[config.mk]
export PLATFORM = sky130hd
export DESIGN_NAME = modbus_rtu_frame_receiver_core
export DESIGN_NICKNAME = d
export VERILOG_FILES = /design/src/rtl/core/mrtu_pkg.sv /design/src/rtl/core/mrtu_ram.sv /design/src/rtl/core/mrtu_state.sv /design/src/rtl/core/modbus_rtu_frame_receiver_core.sv
export SDC_FILE = /design/constraint.sdc
export NUM_CORES = 2
export LEC_CHECK = 0
export BUFFER_PORTS_ARGS = -buffer_cell sky130_fd_sc_hd__buf_4
export CAP_MARGIN = 0
export CELL_PAD_IN_SITES_DETAIL_PLACEMENT = 0
export CELL_PAD_IN_SITES_GLOBAL_PLACEMENT = 1
export CORE_MARGIN = 8
export CORE_UTILIZATION = 56
export CTS_CLUSTER_DIAMETER = 40
export DETAILED_ROUTE_END_ITERATION = 10
export GPL_TIMING_DRIVEN = 0
export PLACE_DENSITY = 0.77
export REMOVE_ABC_BUFFERS = 1
export SLEW_MARGIN = 20
export SYNTH_ARGS = -nofsm -noshare
export SYNTH_HDL_FRONTEND = slang
export SYNTH_SLANG_ARGS = --single-unit
export TNS_END_PERCENT = 1
[constraint.sdc]
create_clock -name clk -period 9.3 [get_ports clk]
set_input_delay 0.93 -clock clk [delete_from_list [all_inputs] [get_ports clk]]
set_output_delay 0.93 -clock clk [all_outputs]
set_load 0.02 [all_outputs]
[src/rtl/core/mrtu_pkg.sv]
`timescale 1ns / 1ps
// shared types, codes and the crc-16/modbus byte update for the rtu receive framer
// no dependencies

package mrtu_pkg;

    // input word kinds
    localparam logic [2:0] KIND_BYTE     = 3'd0;
    localparam logic [2:0] KIND_TICK     = 3'd1;
    localparam logic [2:0] KIND_START_RX = 3'd2;
    localparam logic [2:0] KIND_RESP     = 3'd3;
    localparam logic [2:0] KIND_TX_DONE  = 3'd4;
    localparam logic [2:0] KIND_READ     = 3'd5;

    // error codes
    localparam logic [1:0] ERR_NONE = 2'd0;
    localparam logic [1:0] ERR_CRC  = 2'd1;
    localparam logic [1:0] ERR_LINE = 2'd2;

    // configuration register indexes
    localparam logic REG_SILENCE  = 1'b0;
    localparam logic REG_RESPONSE = 1'b1;

    // crc constants
    localparam logic [15:0] CRC_PRESET = 16'hFFFF;
    localparam logic [15:0] CRC_POLY   = 16'hA001;
    localparam logic [15:0] CRC_LSB    = 16'h0001;

    // register reset values
    localparam logic [15:0] SILENCE_RESET  = 16'd401;
    localparam logic [15:0] RESPONSE_RESET = 16'd10000;

    // status snapshot handed from the state logic to the output stage
    typedef struct packed {
        logic        busy;
        logic        err_flag;
        logic [1:0]  err_code;
        logic        ready;
        logic [7:0]  length;
        logic        timeout;
        logic [15:0] err_count;
        logic        drive;
    } status_t;

    // reflected crc-16 update over one byte, eight shift steps
    function automatic logic [15:0] crc_byte(input logic [15:0] crc_in, input logic [7:0] b);
        logic [15:0] c;
        c = crc_in ^ {8'h00, b};
        for (int k = 0; k < 8; k++)
        begin
            if ((c & CRC_LSB) != 16'h0000)
            begin
                c = (c >> 1) ^ CRC_POLY;
            end
            else
            begin
                c = c >> 1;
            end
        end
        return c;
    endfunction

endpackage

[src/rtl/core/mrtu_ram.sv]
`timescale 1ns / 1ps
// generic simple dual-port ram, one write and one registered read port
// no dependencies

module mrtu_ram #(
    parameter int WIDTH = 8,
    parameter int DEPTH = 256
) (
    input  logic                     clk,
    input  logic                     we,
    input  logic [$clog2(DEPTH)-1:0] waddr,
    input  logic [WIDTH-1:0]         wdata,
    input  logic                     re,
    input  logic [$clog2(DEPTH)-1:0] raddr,
    output logic [WIDTH-1:0]         rdata
);

    logic [WIDTH-1:0] mem_reg [DEPTH];
    logic [WIDTH-1:0] rdata_reg;

    // write port
    always_ff @(posedge clk)
    begin
        if (we)
        begin
            mem_reg[waddr] <= wdata;
        end
    end

    // read port, data held until the next read
    always_ff @(posedge clk)
    begin
        if (re)
        begin
            rdata_reg <= mem_reg[raddr];
        end
    end

    assign rdata = rdata_reg;

endmodule

[src/rtl/core/mrtu_state.sv]
`timescale 1ns / 1ps
// framer state: counters, timers, crc, flags and configuration registers
// depends on mrtu_pkg

module mrtu_state #(
    parameter int FRAME_BYTES = 256
) (
    input  logic                           clk,
    input  logic                           rst_n,
    input  logic                           cfg_write,
    input  logic                           cfg_index,
    input  logic [15:0]                    cfg_data,
    input  logic                           accept,
    input  logic [2:0]                     kind,
    input  logic [7:0]                     data_byte,
    input  logic                           line_error,
    output logic                           buf_we,
    output logic [$clog2(FRAME_BYTES)-1:0] buf_waddr,
    output mrtu_pkg::status_t              status_next
);

    localparam int AW = $clog2(FRAME_BYTES);
    localparam logic [AW-1:0] STORE_LIMIT = AW'(FRAME_BYTES - 1);

    logic [15:0]   silence_ticks_reg;
    logic [15:0]   response_ticks_reg;

    logic [AW-1:0] stored_reg,     stored_next;
    logic [15:0]   crc_reg,        crc_next;
    logic [15:0]   sil_cnt_reg,    sil_cnt_next;
    logic          sil_run_reg,    sil_run_next;
    logic [15:0]   resp_cnt_reg,   resp_cnt_next;
    logic          resp_run_reg,   resp_run_next;
    logic          timeout_reg,    timeout_next;
    logic          busy_reg,       busy_next;
    logic          err_flag_reg,   err_flag_next;
    logic [1:0]    err_code_reg,   err_code_next;
    logic          ready_reg,      ready_next;
    logic          rx_mode_reg,    rx_mode_next;
    logic          drive_reg,      drive_next;
    logic [15:0]   fail_cnt_reg,   fail_cnt_next;
    logic          we_c;
    logic [16:0]   sil_sum;
    logic [16:0]   resp_sum;

    // configuration registers
    always_ff @(posedge clk or negedge rst_n)
    begin
        if (!rst_n)
        begin
            silence_ticks_reg  <= mrtu_pkg::SILENCE_RESET;
            response_ticks_reg <= mrtu_pkg::RESPONSE_RESET;
        end
        else if (cfg_write)
        begin
            if (cfg_index == mrtu_pkg::REG_SILENCE)
            begin
                silence_ticks_reg <= cfg_data;
            end
            else
            begin
                response_ticks_reg <= cfg_data;
            end
        end
    end

    // next state for one input word
    always_comb
    begin
        stored_next   = stored_reg;
        crc_next      = crc_reg;
        sil_cnt_next  = sil_cnt_reg;
        sil_run_next  = sil_run_reg;
        resp_cnt_next = resp_cnt_reg;
        resp_run_next = resp_run_reg;
        timeout_next  = timeout_reg;
        busy_next     = busy_reg;
        err_flag_next = err_flag_reg;
        err_code_next = err_code_reg;
        ready_next    = ready_reg;
        rx_mode_next  = rx_mode_reg;
        drive_next    = drive_reg;
        fail_cnt_next = fail_cnt_reg;
        we_c          = 1'b0;
        sil_sum       = {1'b0, sil_cnt_reg} + 17'd1;
        resp_sum      = 17'd0;

        case (kind)
            mrtu_pkg::KIND_BYTE:
            begin
                busy_next  = 1'b1;
                ready_next = 1'b0;
                if (line_error)
                begin
                    err_code_next = mrtu_pkg::ERR_LINE;
                    err_flag_next = 1'b1;
                end
                else
                begin
                    err_code_next = mrtu_pkg::ERR_NONE;
                    err_flag_next = 1'b0;
                    if (stored_reg < STORE_LIMIT)
                    begin
                        we_c         = 1'b1;
                        stored_next  = stored_reg + AW'(1);
                        crc_next     = mrtu_pkg::crc_byte(crc_reg, data_byte);
                        sil_cnt_next = '0;
                        sil_run_next = 1'b1;
                    end
                end
            end
            mrtu_pkg::KIND_TICK:
            begin
                // silence timer goes first
                if (sil_run_reg)
                begin
                    if (sil_sum >= {1'b0, silence_ticks_reg})
                    begin
                        resp_run_next = 1'b0;
                        resp_cnt_next = '0;
                        timeout_next  = 1'b0;
                        sil_run_next  = 1'b0;
                        sil_cnt_next  = '0;
                        if (rx_mode_reg)
                        begin
                            if (crc_reg == 16'h0000)
                            begin
                                err_flag_next = 1'b0;
                                busy_next     = 1'b0;
                                ready_next    = 1'b1;
                                drive_next    = 1'b1;
                            end
                            else
                            begin
                                if (fail_cnt_reg != 16'hFFFF)
                                begin
                                    fail_cnt_next = fail_cnt_reg + 16'd1;
                                end
                                err_flag_next = 1'b1;
                                err_code_next = mrtu_pkg::ERR_CRC;
                                stored_next   = '0;
                                crc_next      = mrtu_pkg::CRC_PRESET;
                                ready_next    = 1'b0;
                                drive_next    = 1'b0;
                                rx_mode_next  = 1'b1;
                                busy_next     = 1'b0;
                            end
                        end
                        else
                        begin
                            busy_next = 1'b0;
                        end
                    end
                    else
                    begin
                        sil_cnt_next = sil_sum[15:0];
                    end
                end
                // response timer sees the silence outcome
                if (resp_run_next)
                begin
                    resp_sum = {1'b0, resp_cnt_next} + 17'd1;
                    if (resp_sum >= {1'b0, response_ticks_reg})
                    begin
                        timeout_next  = 1'b1;
                        resp_run_next = 1'b0;
                        resp_cnt_next = '0;
                    end
                    else
                    begin
                        resp_cnt_next = resp_sum[15:0];
                    end
                end
            end
            mrtu_pkg::KIND_START_RX:
            begin
                stored_next  = '0;
                crc_next     = mrtu_pkg::CRC_PRESET;
                ready_next   = 1'b0;
                drive_next   = 1'b0;
                rx_mode_next = 1'b1;
                busy_next    = 1'b0;
            end
            mrtu_pkg::KIND_RESP:
            begin
                timeout_next  = 1'b0;
                resp_cnt_next = '0;
                resp_run_next = 1'b1;
            end
            mrtu_pkg::KIND_TX_DONE:
            begin
                rx_mode_next = 1'b0;
                drive_next   = 1'b1;
                busy_next    = 1'b1;
                sil_cnt_next = '0;
                sil_run_next = 1'b1;
            end
            default:
            begin
                // buffer reads and unused kinds leave the state alone
            end
        endcase
    end

    // state registers, updated once per accepted word
    always_ff @(posedge clk or negedge rst_n)
    begin
        if (!rst_n)
        begin
            stored_reg   <= '0;
            crc_reg      <= mrtu_pkg::CRC_PRESET;
            sil_cnt_reg  <= '0;
            sil_run_reg  <= 1'b0;
            resp_cnt_reg <= '0;
            resp_run_reg <= 1'b0;
            timeout_reg  <= 1'b0;
            busy_reg     <= 1'b0;
            err_flag_reg <= 1'b0;
            err_code_reg <= mrtu_pkg::ERR_NONE;
            ready_reg    <= 1'b0;
            rx_mode_reg  <= 1'b0;
            drive_reg    <= 1'b0;
            fail_cnt_reg <= '0;
        end
        else if (accept)
        begin
            stored_reg   <= stored_next;
            crc_reg      <= crc_next;
            sil_cnt_reg  <= sil_cnt_next;
            sil_run_reg  <= sil_run_next;
            resp_cnt_reg <= resp_cnt_next;
            resp_run_reg <= resp_run_next;
            timeout_reg  <= timeout_next;
            busy_reg     <= busy_next;
            err_flag_reg <= err_flag_next;
            err_code_reg <= err_code_next;
            ready_reg    <= ready_next;
            rx_mode_reg  <= rx_mode_next;
            drive_reg    <= drive_next;
            fail_cnt_reg <= fail_cnt_next;
        end
    end

    // buffer write goes to the next free slot
    assign buf_we    = accept & we_c;
    assign buf_waddr = stored_reg;

    // snapshot after the update
    always_comb
    begin
        status_next.busy      = busy_next;
        status_next.err_flag  = err_flag_next;
        status_next.err_code  = err_code_next;
        status_next.ready     = ready_next;
        status_next.length    = 8'(stored_next);
        status_next.timeout   = timeout_next;
        status_next.err_count = fail_cnt_next;
        status_next.drive     = drive_next;
    end

    // a ready frame always has the driver turned to transmit
    a_ready_drive: assert property (@(posedge clk) disable iff (!rst_n)
        ready_reg |-> drive_reg)
        else $error("frame ready without transmit drive");

    // the buffer never fills past its last usable slot
    a_stored_limit: assert property (@(posedge clk) disable iff (!rst_n)
        stored_reg <= STORE_LIMIT)
        else $error("stored count beyond buffer limit");

    // idle timers hold a cleared count
    a_sil_idle: assert property (@(posedge clk) disable iff (!rst_n)
        !sil_run_reg |-> sil_cnt_reg == 16'h0000)
        else $error("silence count moved while stopped");

    a_resp_idle: assert property (@(posedge clk) disable iff (!rst_n)
        !resp_run_reg |-> resp_cnt_reg == 16'h0000)
        else $error("response count moved while stopped");

    // a crc failure bumps the counter unless it is already saturated
    a_fail_count: assert property (@(posedge clk) disable iff (!rst_n)
        (accept && kind == mrtu_pkg::KIND_TICK && err_code_next == mrtu_pkg::ERR_CRC
         && err_code_reg != mrtu_pkg::ERR_CRC && fail_cnt_reg != 16'hFFFF)
        |=> fail_cnt_reg == $past(fail_cnt_reg) + 16'd1)
        else $error("crc failure not counted");

endmodule

[src/rtl/core/modbus_rtu_frame_receiver_core.sv]
`timescale 1ns / 1ps
// top level of the modbus rtu receive framer: input handshake, frame buffer, output word
// depends on mrtu_pkg, mrtu_state and mrtu_ram

// Usage
//   Input words carry kind, data_byte, line_error and read_address under in_valid/in_stall;
//   each one is taken at an edge with in_valid high and in_stall low. Kinds are a received
//   uart byte, a timer tick, start receive, start response wait, transmit done and a
//   buffer read. Every accepted word gives exactly one result word on out_valid/out_stall
//   with the flags, counts and driver direction after that word, plus the buffer byte for
//   a read (zero otherwise).
//   out_valid rises in the cycle after acceptance. A new word is taken every cycle unless
//   in_stall is high: the state update and crc (eight unrolled shift steps) finish in the
//   accepting cycle, and the buffer read comes back from the registered ram port together
//   with the result. The result register is the only output buffer; while out_stall holds
//   a waiting word, in_stall goes high and the ram read data is held.
//   Reset clears all flags, counters and timers, presets the crc and loads the silence
//   and response lengths with their defaults; buffer contents are not cleared and an
//   entry that was never written reads back as an arbitrary byte.
//   Registers are written through cfg_write/cfg_index/cfg_data while no word is in flight.

module modbus_rtu_frame_receiver_core #(
    parameter int FRAME_BYTES = 256
) (
    input  logic        clk,
    input  logic        rst_n,
    input  logic        cfg_write,
    input  logic        cfg_index,
    input  logic [15:0] cfg_data,
    input  logic        in_valid,
    output logic        in_stall,
    input  logic [2:0]  kind,
    input  logic [7:0]  data_byte,
    input  logic        line_error,
    input  logic [7:0]  read_address,
    output logic        out_valid,
    input  logic        out_stall,
    output logic        busy_res,
    output logic        error_flag,
    output logic [1:0]  error_code,
    output logic        frame_ready,
    output logic [7:0]  frame_length,
    output logic        response_timeout,
    output logic [15:0] error_count,
    output logic        drive_transmit,
    output logic [7:0]  read_data
);

    localparam int AW  = $clog2(FRAME_BYTES);
    localparam int AXW = ((AW > 8) ? AW : 8) + 1;

    logic                 accept;
    logic                 out_free;
    logic                 buf_we;
    logic [AW-1:0]        buf_waddr;
    logic                 rd_re;
    logic                 addr_ok;
    logic [AXW-1:0]       addr_ext;
    logic [7:0]           ram_q;
    mrtu_pkg::status_t    status_next;
    mrtu_pkg::status_t    status_reg;
    logic                 out_valid_reg;
    logic                 rd_sel_reg;

    // handshake: output register is the only buffer
    assign out_free = !out_valid_reg || !out_stall;
    assign in_stall = !out_free;
    assign accept   = in_valid && out_free;

    // read address range check
    assign addr_ext = AXW'(read_address);
    assign addr_ok  = addr_ext < AXW'(FRAME_BYTES);
    assign rd_re    = accept && (kind == mrtu_pkg::KIND_READ) && addr_ok;

    mrtu_state #(
        .FRAME_BYTES (FRAME_BYTES)
    ) u_state (
        .clk         (clk),
        .rst_n       (rst_n),
        .cfg_write   (cfg_write),
        .cfg_index   (cfg_index),
        .cfg_data    (cfg_data),
        .accept      (accept),
        .kind        (kind),
        .data_byte   (data_byte),
        .line_error  (line_error),
        .buf_we      (buf_we),
        .buf_waddr   (buf_waddr),
        .status_next (status_next)
    );

    mrtu_ram #(
        .WIDTH (8),
        .DEPTH (FRAME_BYTES)
    ) u_buf (
        .clk   (clk),
        .we    (buf_we),
        .waddr (buf_waddr),
        .wdata (data_byte),
        .re    (rd_re),
        .raddr (addr_ext[AW-1:0]),
        .rdata (ram_q)
    );

    // output word valid
    always_ff @(posedge clk or negedge rst_n)
    begin
        if (!rst_n)
        begin
            out_valid_reg <= 1'b0;
        end
        else if (out_free)
        begin
            out_valid_reg <= in_valid;
        end
    end

    // output word payload
    always_ff @(posedge clk)
    begin
        if (accept)
        begin
            status_reg <= status_next;
            rd_sel_reg <= rd_re;
        end
    end

    assign out_valid        = out_valid_reg;
    assign busy_res         = status_reg.busy;
    assign error_flag       = status_reg.err_flag;
    assign error_code       = status_reg.err_code;
    assign frame_ready      = status_reg.ready;
    assign frame_length     = status_reg.length;
    assign response_timeout = status_reg.timeout;
    assign error_count      = status_reg.err_count;
    assign drive_transmit   = status_reg.drive;
    assign read_data        = rd_sel_reg ? ram_q : 8'h00;

endmodule

Word level (Yosys, flattened, before mapping)
Memory sizes are Yosys's and may differ from the RTL's. A register that Yosys moved wholly into a read port is not among the register bits.
Cells that the tools add are included.
{ "classes": {"add_sub_neg": 4, "n_lt_le_gt_ge": 4, "n_eq_ne": 12, "mux": 110, "n_bitwise": 11, "reduce_logical": 22} }
{ "op_table": {"columns": ["cell", "n"], "rows": [
  ["two-way mux 16 bit", 50],
  ["one-hot mux 16 bit (3 select lines)", 2],
  ["two-way mux 8 bit", 7],
  ["two-way mux 1 bit", 35],
  ["adder 16 x 1 -> 17 bit, second input constant", 2],
  ["greater-or-equal comparator 17 x 16 -> 1 bit", 2],
  ["one-hot mux 16 bit (2 select lines)", 1],
  ["inverter 2 -> 3 bit", 8],
  ["one-hot mux 8 bit (3 select lines)", 1],
  ["adder 16 x 1 -> 16 bit, second input constant", 1],
  ["zero test 16 bit", 1],
  ["inequality test 16 bit, second input constant", 1],
  ["XOR 16 x 8 -> 16 bit", 1],
  ["one-hot mux 1 bit (3 select lines)", 4],
  ["two-way mux 2 bit", 5],
  ["< comparator 8 x 9 -> 1 bit, second input constant", 1],
  ["nonzero test 3 bit", 3],
  ["adder 8 x 1 -> 8 bit, second input constant", 1],
  ["< comparator 8 bit, second input constant", 1],
  ["inequality test 2 x 1 -> 1 bit, second input constant", 4],
  ["one-hot mux 1 bit (2 select lines)", 4],
  ["AND reduction 4 bit", 2],
  ["AND reduction 8 bit", 1],
  ["equality test 3 x 2 -> 1 bit, second input constant", 2],
  ["14 further kinds", 23]
]} }
{ "totals": {"regBits": 147, "ram_bits": 2048, "inputBits": 42, "wordCells": 190, "memories": 1} }
{ "mem_list": {"columns": ["name", "words", "word_bits", "read_ports", "rd_ports_with_merged_regs", "write_ports", "line_no", "rtl"], "rows": [
  ["u_buf.mem_reg", 256, 8, 1, 1, 1, "mrtu_ram.sv:18", "logic [WIDTH-1:0] mem_reg [DEPTH];"]
]} }

Logic depth before layout (Yosys ltp)
{ "logic_depth": {"depth_word": 41, "depth_mapped": 28, "ltp_nobuf": 26} }

Cells and area by module
From an unflattened synthesis, not the netlist that was laid out.
{ "unflattened": {"cells_unflattened": 4552, "area_unflattened_um2": 88006.9} }
{ "by_module_without_submodules": {"columns": ["mod", "instances", "cells_per_inst", "area_per_inst_um2"], "rows": [
  ["mrtu_ram", 1, 3733, 79636.4],
  ["mrtu_state", 1, 774, 7298.2],
  ["modbus_rtu_frame_receiver_core", 1, 45, 1072.3]
]} }

Least setup slack after synthesis
OpenSTA, ideal clock, no wires.
{ "synth_timing": {"path_type": "reg-to-reg", "startpoint": "reg u_state.sil_cnt_reg[0]", "endpoint": "reg u_state.resp_cnt_reg[14]", "setup_time_ns": 0.066, "t_arrival_ns": 5.996, "setup_slack_ns": 3.239, "path_stages_with_launch": 29, "n_path_buf": 2, "period_less_slack_ns": 6.061, "cell_sequence": "dfrtp_1 > ha_1 > nand3_1 > or3_1 > nor2_1 > nand4_1 > xnor2_1 > ha_1 > a21o_1 > a21o_1 > a221oi_2 > a31o_2 > buf_2 > and2_1 > ha_1 > nand3_1 > nor3_1 > nand3_1 > and2_1 > o21a_1 > ha_1 > a211oi_1 > nand2_1 > nor4_1 > a21oi_1 > nor4_4 > buf_2 > o21ai_0 > nand2_1"} }
{ "synth_via": {"elab_chain_len": 10, "elab_cells_between_ends": 13, "classes_between": "add/sub (2); order compare (2); mux (9)"} }
{ "synth_rtl": {"columns": ["element", "line_no", "rtl"], "rows": [
  ["start, declared", "mrtu_state.sv:30", "logic [15:0] sil_cnt_reg, sil_cnt_next;"],
  ["start signal, assigned", "mrtu_state.sv:229", "sil_cnt_reg <= sil_cnt_next;"],
  ["adder 16 x 1 -> 17 bit *", "mrtu_state.sv:85", "sil_sum = {1'b0, sil_cnt_reg} + 17'd1;"],
  ["greater-or-equal comparator 17 x 16 -> 1 bit *", "mrtu_state.sv:117", "if (sil_sum >= {1'b0, silence_ticks_reg})"],
  ["two-way mux 16 bit", "mrtu_state.sv:117", null],
  ["two-way mux 16 bit", "mrtu_state.sv:115", "if (sil_run_reg)"],
  ["two-way mux 16 bit", "mrtu_state.sv:88", "case (kind)"],
  ["adder 16 x 1 -> 17 bit", "mrtu_state.sv:162", "resp_sum = {1'b0, resp_cnt_next} + 17'd1;"],
  ["greater-or-equal comparator 17 x 16 -> 1 bit", "mrtu_state.sv:163", "if (resp_sum >= {1'b0, response_ticks_reg})"],
  ["two-way mux 16 bit", "mrtu_state.sv:163", null],
  ["two-way mux 16 bit *", "mrtu_state.sv:160", "if (resp_run_next)"],
  ["one-hot mux 16 bit (2 select lines) *", "mrtu_state.sv:88", null],
  ["end signal, assigned", "mrtu_state.sv:231", "resp_cnt_reg <= resp_cnt_next;"],
  ["end, declared", "mrtu_state.sv:32", "logic [15:0] resp_cnt_reg, resp_cnt_next;"]
]} }
Mark *: on every way between the ends. The rest lies on a longest branch, timed or not. The select of a mux whose other input is x is not followed.
A chain may end at the register's enable or synchronous reset.

Final worst setup path
{ "layout_timing": {"startpoint": "reg u_state.sil_cnt_reg[0]", "endpoint": "reg u_state.resp_cnt_reg[15]"} }
The elaborated chain is that of the path after synthesis.

==> summary.md <==
| Metric | Value |
|---|---|
| Worst-Margin Slew | approximately 1.1 ns |
| Pin count of the biggest net entering global routing | 129 |
| R2R depth | 26 |
| Ys Warns | 0 |
| Status | completed |
| Top_reg_cell synth | edfxtp_1 |
| EDFF count, synth | about 2.1k |
| Grt total ovfl | 0 |
| DR DRC count | 0 |
| H-Tree Depth | 5 |
| Unrepaired setup endpoints after global routing | no |
| Final nets | between 4k and 5k |
| Initial core utilization | 0.563 |
| PD cells | 228 mW/mm2 |
| Layout cells sized above 1 | 0.248 |
| Initial drt markers | slightly below 5k |
| WHS Endpoint | u_state.silence_ticks_reg[15] |
| Max-slew violations | 0 |
| CTS Buf Count | around 280 |
| Fin Hold WS | between 0.2 and 0.3 ns |
| Vias per cell | roughly 6.3 |
| Reg2reg setup slack | about 1.7 ns |
| Row count | around 140 |
| Antenna violations before repair | 1 |
| DIE AREA | roughly 0.17 mm2 |
| Critical Path AT | around 8.4 ns |
| Worst Setup SP | u_state.sil_cnt_reg[0] |
| Final GP Congestion | 0.789 |
| FF-to-FF Start | u_state.sil_cnt_reg[0] |
| Worst path required time | between 10 and 15 ns |
| Number of global-route vias before repair | 44.3k |
| GRT Total Usage | 0.230 |
| Core footprint | ~0.15 mm2 |
| First-pass GRT wire length | roughly 290000 um |
| Fill cells | between 10k and 15k |
| Worst Setup Path Type | reg2reg |
| CTS tree | done |
| Post-synthesis average cell area | roughly 20 um2 |
| Min-delay src | cfg_data[15] |
| Boundary Pins | just over 80 |
| Vias after detailed routing | around 43k |
| Max FFs per register | ~2.0k |
| Final-report hold violation count | 0 |
| Clock sinks | 2203 |
| Synth Cell Area | ~0.087 mm2 |
| Routed Wire Length | roughly 200000 um |
| Synth-to-Final Area Change | 14.9% |
| Crit Reg-Reg Endpoint | u_state.resp_cnt_reg[15] |
| Port Buffer Count | about 80 |
| Share of flip-flops with an asynchronous set or reset | 0.0522 |
| Crit-path max FO | 15 |
| Critical Path Source Type | register |
| Post-CTS sizing | 0 |
| Clk buf depth | 4 |
| Post-Synthesis Cells | around 4.4k |
| Count of TritonRoute iterations in the first routing pass | 6 |
| Final ANT Viol Nets | 0 |
| Chip width | between 400 and 500 um |
| Fmax | about 0.13 GHz |
| Total of max-cap violations | 0 |
| Final Util | 0.647 |
| Fin crit share | 0.813 |
| Max transition margin | 0.239 |
| Hold path depth | 3 |
| VDD IR-drop max | about 160 uV |
| Root Driver | clkbuf_16 |
| Worst hold path type | in2reg |
| Min cycle time layout | roughly 7.6 ns |
| Crit end category | register |
| Routed wire per std cell | roughly 29 um |
| Final setup violation count | 0 |
| Leak | approximately 32 nW |
| Post-detail-place hpwl | about 120000 um |
| Yosys cell types | 68 |
| Die span in y | between 400 and 500 um |
| Worst-Skew Late Latency | 0.90 ns |
| Worst-path clk slew | roughly 0.050 ns |
| Post-synthesis register bit count | 2203 |
| Seq/Total Area, Yosys | 0.756 |
| Clock skew | between 0.05 and 0.06 ns |
kinds of logic after synthesis:
group                      synth area share
xor gates and xnor gates            0.00676
and+or+nand+nor                      0.0347
adders and majority gates           0.00562
buffers and inverters                0.0157
AOI/OAI and AO/OA                    0.0450
DFF                                   0.756
other                             0.0000432
muxes                                 0.136
area by class of cell:
type / instances / area, um2 / share of cell area
Clock inverter: 152 / 1650 / 0.0166
Inverter: 50 / 189 / 0.00190
Antenna cell: 1 / 2.50 / 0.0000251
Multi-Input combinational cell: 1856 / 19900 / 0.200
Clock buffer: 324 / 7380 / 0.0741
Sequential cell: 2203 / 65600 / 0.658
Timing Repair Buffer: 148 / 2350 / 0.0235
Tap cell: 2044 / 2560 / 0.0257
Yosys cell counts (5+ instances only):
library cell | instances | area, um2
edfxtp_1 | 2088 | 62700
mux4_2 | 512 | 11500
nor2_1 | 326 | 1220
nand2_1 | 179 | 672
a22oi_1 | 176 | 1320
clkbuf_1 | 157 | 589
dfrtp_1 | 90 | 2250
a22o_1 | 78 | 683
a221oi_1 | 64 | 561
o21ai_0 | 64 | 320
buf_2 | 59 | 295
xnor2_1 | 55 | 482
inv_1 | 49 | 184
nand3_1 | 48 | 240
ha_1 | 39 | 488
a21oi_1 | 38 | 190
o221ai_1 | 33 | 289
dfstp_2 | 25 | 657
mux2_2 | 24 | 270
and2_1 | 20 | 125
nand4_1 | 19 | 119
nor3_1 | 19 | 95.1
buf_1 | 14 | 52.6
nand2b_1 | 14 | 87.6
nor2b_1 | 14 | 87.6
buf_6 | 13 | 146
buf_4 | 12 | 90.1
xor2_1 | 12 | 105
and3_1 | 10 | 62.6
o21a_1 | 10 | 75.1
a31oi_1 | 9 | 56.3
nor4_1 | 8 | 50.1
o22a_1 | 7 | 61.3
o31ai_1 | 7 | 52.6
a21o_1 | 6 | 45.0
nand2_2 | 6 | 37.5
and4_1 | 5 | 43.8
worst max-delay path: stages, from the launching register on:
cell      delay [ns]
dfrtp_1         0.44
and3_1          0.18
nand3_1         0.20
nor3_1          0.46
nand3_1         0.27
or3_1           0.39
nand2_1         0.10
ha_1            0.24
nand3_1         0.16
nor2_1          0.08
a221oi_2        0.47
a31o_2          0.40
and2_1          0.20
ha_1            0.19
nand3_1         0.17
nor3_1          0.53
nand3_1         0.31
and2_1          0.26
o21a_1          0.18
ha_1            0.32
a211oi_1        0.25
nand2_1         0.11
nor4_1          0.27
a21oi_1         0.21
nor4_4          0.79
o21ai_0         0.21
nand2_1         0.12
how the worst max path moves through the flow:
stage                               end  slack [ns]  cells after the start
4_1_cts        u_state.resp_cnt_reg[13]        1.76                     26
5_1_grt        u_state.resp_cnt_reg[13]        1.07                     26
3_3_place_gp             u_buf.rdata[2]       -4.75                      8
3_5_place_dp   u_state.resp_cnt_reg[12]        1.82                     26
2_1_floorplan            u_buf.rdata[0]        2.95                      6
6_report       u_state.resp_cnt_reg[15]        1.74                     26
stage by stage:
step	area [um2]	std cells	TNS [ns]	power [mW]	setup slack (ns)
3_5_place_dp	90600	6300	0	12.4	1.82
4_1_cts	99700	6777	0	22.9	1.76
3_3_place_gp	88800	6235	-35.10	12.5	-4.75
5_1_grt	99700	6777	0	23.4	1.07
2_1_floorplan	85600	4109	0	11.8	2.95
6_report	99700	6778	0	22.7	1.74
layer usage:
layer / share of wire / track usage / vias to the layer above
li1: - / - / 18400
met1: 0.41 / 0.324 / 22400
met2: 0.49 / 0.368 / 1845
met3: 0.077 / 0.0433 / 339
met4: 0.032 / 0.0765 / 0
met5: 0 / 0 / -
what timing repair did:
item                                    CTS  global route
hold buffers                              1             0
endpoints found under the setup margin    0             0
buffers inserted                          0             0
hold endpoints to repair                 36             0
where the power goes:
group / internal [mW] / switching (mW)
Combinational: 0.456 / 0.782
Clock: 6.48 / 4.02
Sequential: 10.9 / 0.0481
Total: 17.9 / 4.85
placed cells by master, fill, tap and decap left out, types with 12 or more instances in the layout:
master,instances
a22o_1,78
nor3_1,19
dfstp_2,25
inv_1,49
clkinvlp_4,17
bufinv_16,28
ha_1,39
nand4_1,19
clkinv_4,12
nand2_1,166
o21ai_0,64
a221oi_1,64
mux2_2,24
nand3_1,44
a21oi_1,38
xnor2_1,55
buf_4,71
dfrtp_1,90
nand2b_1,13
buf_12,17
nand2_2,19
clkinv_1,29
a22oi_1,176
and2_1,19
clkbuf_1,33
o221ai_1,33
clkinv_2,41
mux4_2,512
xor2_1,12
edfxtp_1,2088
inv_6,16
buf_16,47
clkbuf_16,289
nor2_1,324
(Power assumes the default switching activity.)
